===== config.mk =====
export PLATFORM = sky130hd
export DESIGN_NAME = rv64_front
export DESIGN_NICKNAME = d
export VERILOG_FILES = /design/src/sv/rv64_pkg.sv /design/src/sv/rv64_front.sv
export SDC_FILE = /design/constraint.sdc
export NUM_CORES = 1
export LEC_CHECK = 0
export BUFFER_PORTS_ARGS = -buffer_cell sky130_fd_sc_hd__buf_4
export CORE_UTILIZATION = 30
export DETAILED_ROUTE_END_ITERATION = 8
export SLEW_MARGIN = 25
export SYNTH_ARGS = -nofsm -noshare
export SYNTH_HDL_FRONTEND = slang
export SYNTH_SLANG_ARGS = --single-unit

===== constraint.sdc =====
create_clock -name i_clk -period 4.8 [get_ports i_clk]
set_input_delay 0.48 -clock i_clk [delete_from_list [all_inputs] [get_ports i_clk]]
set_output_delay 0.48 -clock i_clk [all_outputs]
set_load 0.05 [all_outputs]

===== src/sv/rv64_pkg.sv =====
// Shared types, opcodes and decode helpers for the RV64I execute unit.
`default_nettype none
package rv64_pkg;
    localparam int unsigned MemBytesDefault = 65536;

    localparam logic [6:0] OpLui    = 7'h37;
    localparam logic [6:0] OpAuipc  = 7'h17;
    localparam logic [6:0] OpJal    = 7'h6f;
    localparam logic [6:0] OpJalr   = 7'h67;
    localparam logic [6:0] OpBranch = 7'h63;
    localparam logic [6:0] OpLoad   = 7'h03;
    localparam logic [6:0] OpStore  = 7'h23;
    localparam logic [6:0] OpImm    = 7'h13;
    localparam logic [6:0] OpImm32  = 7'h1b;
    localparam logic [6:0] OpReg    = 7'h33;
    localparam logic [6:0] OpFence  = 7'h0f;
    localparam logic [6:0] OpSystem = 7'h73;

    localparam logic [31:0] InstrEcall  = 32'h0000_0073;
    localparam logic [31:0] InstrEbreak = 32'h0010_0073;
    localparam logic [6:0]  F7Alt       = 7'h20;
    localparam logic [5:0]  Hi6Sra      = 6'h10;

    // Classified request passed from the front end to the back end.
    typedef struct packed {
        logic [31:0] instr;
        logic        bad;
    } t_req;
endpackage
`default_nettype wire


===== src/sv/rv64_front.sv =====
// Front end: accepts instruction requests, flags illegal encodings, queues them.
`default_nettype none
module rv64_front
    import rv64_pkg::*;
(
    input  wire logic        i_clk,
    input  wire logic        i_rst_n,
    input  wire logic        i_valid,
    output logic             o_stall,
    input  wire logic [31:0] i_instr,
    output logic             o_q_valid,
    output t_req             o_q_req,
    input  wire logic        i_q_pop
);
    logic [6:0] op;
    logic [2:0] f3;
    logic [6:0] f7;
    logic       bad;
    t_req       r_q [2];
    logic       r_wr, r_rd;
    logic [1:0] r_cnt;
    logic       push;

    assign op = i_instr[6:0];
    assign f3 = i_instr[14:12];
    assign f7 = i_instr[31:25];

    always_comb begin
        bad = 1'b0;
        unique case (op)
            OpLui, OpAuipc, OpJal: bad = 1'b0;
            OpJalr:   bad = (f3 != 3'd0);
            OpBranch: bad = (f3 == 3'd2) || (f3 == 3'd3);
            OpLoad:   bad = (f3 == 3'd7);
            OpStore:  bad = f3[2];
            OpImm: begin
                if (f3 == 3'd1)
                    bad = (i_instr[31:26] != 6'd0);
                else if (f3 == 3'd5)
                    bad = (i_instr[31:26] != 6'd0) && (i_instr[31:26] != Hi6Sra);
            end
            OpImm32: begin
                if (f3 == 3'd0) bad = 1'b0;
                else if (f3 == 3'd1) bad = (f7 != 7'd0);
                else if (f3 == 3'd5) bad = (f7 != 7'd0) && (f7 != F7Alt);
                else bad = 1'b1;
            end
            OpReg: bad = !((f7 == 7'd0) ||
                           ((f7 == F7Alt) && ((f3 == 3'd0) || (f3 == 3'd5))));
            OpFence:  bad = (f3 > 3'd1);
            OpSystem: bad = (i_instr != InstrEcall) && (i_instr != InstrEbreak);
            default:  bad = 1'b1;
        endcase
    end

    assign o_stall   = (r_cnt == 2'd2);
    assign push      = i_valid && !o_stall;
    assign o_q_valid = (r_cnt != 2'd0);
    assign o_q_req   = r_q[r_rd];

    always_ff @(posedge i_clk) begin
        if (push) r_q[r_wr] <= '{instr: i_instr, bad: bad};
        if (!i_rst_n) begin
            r_wr <= 1'b0; r_rd <= 1'b0; r_cnt <= 2'd0;
        end else begin
            if (push) r_wr <= ~r_wr;
            if (i_q_pop) r_rd <= ~r_rd;
            r_cnt <= r_cnt + {1'b0, push} - {1'b0, i_q_pop};
        end
    end

`ifndef SYNTHESIS
    a_no_pop_empty: assert property (@(posedge i_clk) disable iff (!i_rst_n)
        i_q_pop |-> o_q_valid) else $error("queue popped while empty");
    a_cnt_range: assert property (@(posedge i_clk) disable iff (!i_rst_n)
        r_cnt != 2'd3) else $error("queue count overflow");
    a_full_stall: assert property (@(posedge i_clk) disable iff (!i_rst_n)
        (r_cnt == 2'd2) |-> o_stall) else $error("full queue not stalling");
`endif
endmodule
`default_nettype wire


After elaboration in Yosys (flattened, before gate mapping)
Memory sizes are Yosys's and may differ from the RTL's. A register that Yosys moved wholly into a read port is not among the register bits.
Index checks and enable logic that the tools add are counted.
{"block": "word_totals", "regBits": 4, "mem_bits_rw": 66, "out_inout_bits": 35, "memories": 1}
{"block": "op_classes", "n_addsub": 2, "n_lt_le_gt_ge": 1, "n_eq_ne": 23, "mux": 10, "bitwise": 2, "n_reduce_logical": 17}
{"name": "r_q", "words": 2, "word_bits": 33, "read_ports": 1, "rd_clocked_by_memory_dff": 1, "wr": 1, "line": "rv64_front.sv:19", "rtl": "t_req r_q [2];"}
{"cell": "$ne A32 B21 Y1 const B", "n": 1}
{"cell": "$ne A32 B7 Y1 const B", "n": 1}
{"cell": "$eq A7 B6 Y1 const B", "n": 4}
{"cell": "$eq A7 B7 Y1 const B", "n": 4}
{"cell": "$eq A7 B5 Y1 const B", "n": 3}
{"cell": "$pmux W1 S10", "n": 1}
{"cell": "$mux W1", "n": 9}
{"cell": "$eq A7 B2 Y1 const B", "n": 1}
{"cell": "$eq A7 B4 Y1 const B", "n": 1}
{"cell": "$logic_not A7 Y1", "n": 1}
{"cell": "$ne A7 B6 Y1 const B", "n": 1}
{"cell": "$reduce_bool A7 Y1", "n": 1}
{"cell": "$eq A3 B2 Y1 const B", "n": 2}
{"cell": "$eq A3 B3 Y1 const B", "n": 2}
{"cell": "$ne A6 B5 Y1 const B", "n": 1}
{"cell": "$reduce_bool A6 Y1", "n": 1}
{"cell": "$logic_and A1 B1 Y1", "n": 5}
{"cell": "$eq A3 B1 Y1 const B", "n": 1}
{"cell": "$gt A3 B1 Y1 const B", "n": 1}
{"cell": "$logic_not A3 Y1", "n": 1}
{"cell": "$logic_or A1 B1 Y1", "n": 3}
{"cell": "$reduce_bool A3 Y1", "n": 1}
{"cell": "$reduce_or A3 Y1", "n": 1}
{"cell": "$add A2 B1 Y2", "n": 1}
{"cell": "other kinds (5)", "n": 7}

Depth between registers and ports, before layout
{"block": "depth", "depth_word": 6, "mapped_depth": 8, "ltp_nobuf": 8}

Least setup slack after synthesis
No wires, ideal clock.
{"block": "synth_path", "kind": "input -> register", "from": "input i_valid", "to": "memory r_q[0][0] (netlist name) (enable)", "setup_time_ns": 0.424, "arrival_ns": 1.977, "required_ns": 4.376, "setup_slack_ns": 2.399, "stages": 2, "path_buffers": 0, "cell_sequence": "nand2_1 -> nor2_1"}
{"block": "synth_via", "elab_chain_cells": 3}
{"element": "start, declared", "line": "rv64_front.sv:8", "rtl": "input wire logic i_valid,"}
{"element": "$logic_and A1 B1 Y1", "line": "rv64_front.sv:57", "rtl": "assign push = i_valid && !o_stall;"}
{"element": "$mux W1", "line": "rv64_front.sv:62", "rtl": "if (push) r_q[r_wr] <= '{instr: i_instr, bad: bad};"}
{"element": "$mux W1 (implied by the code)", "line": "rv64_front.sv:62"}
{"element": "end, declared", "line": "rv64_front.sv:19"}
Every way passes these cells.

==> results.py <==
metrics = {
    "run_status": {
        "run_status": "finished clean",
    },
    "synth": {
        "ys_seq_elements": 71,
        "syn_area_um2": 2895,
        "syn_nets": 209,
        "ys_seq_area_frac": 0.7191,
        "netlist_instances": 171,
        "synth_edf_count": 66,
        "ys_warn_count": 0,
        "synth_flop_cell": "edfxtp_1",
        "synthArstFlopShare": 0,
        "ys_types": 35,
        "avgSynthCellArea_um2": 16.93,
    },
    "detailed_routing": {
        "met2WireLength_um": 2840,
        "wl_met1_um": 2528,
        "wl_um": 5775,
        "ant_nets": 0,
        "drt_pass1_iterations": 4,
        "drcViolationCount": 0,
        "met3_length_um": 322,
        "drtIter0Drc": 29,
        "wl_per_cell_um": 15.08,
        "vias": 1723,
        "via_per_inst": 4.499,
        "top_layer_used": "met4",
    },
    "clock_tree": {
        "clock_sinks": 71,
        "cts_made_buffers": 9,
        "post_cts_buffers": 0,
        "root_buffer": "clkbuf_8",
        "clockBufferDepth": 2,
        "clk_latency_ns": 0.34,
        "cts_hold_buf": 0,
        "path_clk_slew_ns": 0.09,
        "cts_max_level": 3,
        "cts.repair.resized": 0,
        "cts_tree": "built",
    },
    "final_layout": {
        "final_area_um2": 3822,
        "seqCellArea_um2": 2083,
        "nFillCells": 876,
        "multi_input_area_um2": 787.0,
        "utilization": 0.4117,
        "most-common-layout-cells": "buf_4 (70), edfxtp_1 (66), mux2_2 (34)",
        "layout-drive-gt1-share": 0.5079,
        "area_delta_synth_final_pct": 32.02,
        "final_cells": 383,
        "finalNetCount": 287,
        "num_antenna_cells": 0,
        "final_common_cell": "buf_4",
    },
    "setup_path": {
        "regToRegStartpoint": "r_cnt[0]",
        "r2r_slack_ns": 3.16,
        "r2r_cells": 5,
        "reg2reg_to": "r_q[0][24]",
        "critPathMaxFanout": 33,
        "worst_ep_required_time_ns": 4.32,
        "cp-start-kind": "flop",
        "arrival_ns": 1.88,
        "cp-endpoint": "o_q_req[0]",
        "endpoint_kind": "output port",
        "worstSetupPathType": "flop to output port",
    },
    "floorplan": {
        "die_area_um2": 10050,
        "io_pins": 71,
        "die_y_um": 100.2,
        "coreArea_um2": 9284,
        "start_util": 0.3119,
        "num_rows": 35,
        "die_w_um": 100.2,
    },
    "global_route": {
        "grt_pass1_vias": 1773,
        "grtUsageTotal": 0.1233,
        "grt_start_max_net_pins": 34,
        "antenna_found_initial": 0,
        "grt_pass1_wl_um": 8990,
        "overflow": 0,
    },
    "placement": {
        "placedCellCount": 367,
        "port_buffers": 70,
        "hpwl_um": 4019,
        "place_area_um2": 3595,
        "globalplace.congestion": 0.8171,
        "dpl_worst_slack_ns": 2.639,
    },
    "sta": {
        "rsz0062_at_grt": "no",
        "report.final.slew_viol_count": 0,
        "final-hold-violation-count": 0,
        "worst_slack_ns": 2.439,
        "finalSetupViolCount": 0,
        "relSlewSlack": 0.4384,
        "fin_crit_ns": 2.361,
        "finalSetupTns_ns": 0,
        "whs_ns": 0.3251,
        "clock_skew_ns": 0.01372,
        "max_freq_ghz": 0.4236,
        "tightest_slew_ns": 0.8423,
        "finalCritPeriodShare": 0.4918,
    },
    "worst_hold_path": {
        "hold_path.class": "input pin to flop",
    },
    "power_and_ir_drop": {
        "leakage_nw": 1.382,
        "powerDensity_nw_per_um2": 484.0,
        "vdd_ir_drop_max_uv": 223.6,
        "total_power_mw": 1.850,
    },
    "flow_run": {
        "max-cap-violations": 0,
    },
}
## kinds of logic after synthesis
kind of cell | share of synthesized area
muxes | 0.1322
AOI/OAI and AO/OA | 0.03760
adders and majority gates | 0.008642
buffers and inverters | 0.01210
and+or+nand+nor | 0.07822
DFF | 0.7191
xor gates and xnor gates | 0.01210
## synth_stat cells (2+ instances only)
library cell | n | share of area
edfxtp_1 | 66 | 0.68
mux2_2 | 34 | 0.13
nand2_1 | 7 | 0.0091
and2_1 | 6 | 0.013
nor2_1 | 6 | 0.0078
dfxtp_1 | 5 | 0.035
nand2b_1 | 4 | 0.0086
nor3_1 | 4 | 0.0069
a21oi_1 | 3 | 0.0052
clkbuf_1 | 3 | 0.0039
nor4_1 | 3 | 0.0065
xnor2_1 | 3 | 0.0091
and3_1 | 2 | 0.0043
ha_1 | 2 | 0.0086
inv_1 | 2 | 0.0026
nor2b_1 | 2 | 0.0043
## layer usage
metal,track usage,up-vias
li1,-,817
met1,0.1421,841
met2,0.2071,57
met3,0.04178,8
met4,0.05686,0
met5,0,-
## area by class of cell
type | instances | area share
Sequential cell | 71 | 0.5450
Clock buffer | 9 | 0.03241
Clock inverter | 7 | 0.02717
Inverter | 2 | 0.001964
Tap cell | 129 | 0.04223
Timing Repair Buffer | 72 | 0.1453
Multi-Input combinational cell | 93 | 0.2059
## worst min-delay path by stage
stage / from / endpoint / slack (ns) / cells after the start
after detailed placement: r_rd / flop / 0.56 / 2
after floorplan: r_wr / r_wr / 0.54 / 2
after global routing: i_instr[20] / r_q[1][21] / 0.30 / 1
after CTS: i_instr[20] / r_q[1][21] / 0.30 / 1
after global placement: r_rd / flop / 0.56 / 2
final: i_instr[0] / r_q[0][1] / 0.33 / 1
## flip-flops by register name (all words and copies together) (netlist names), named ones only
signal	count
r_cnt	2
r_wr	1
r_rd	1
r_q	66
## worst max-delay path, cell delays in order (launching register included)
cell	delay, ns
dfxtp_2	0.88
mux2_2	0.44
buf_4	0.20
## where the power goes
group	internal, mW	switching, mW
Sequential	0.773	0.0309
Combinational	0.176	0.329
Clock	0.299	0.243
Total	1.25	0.603
Note: power is estimated with default switching activity, not from simulation.
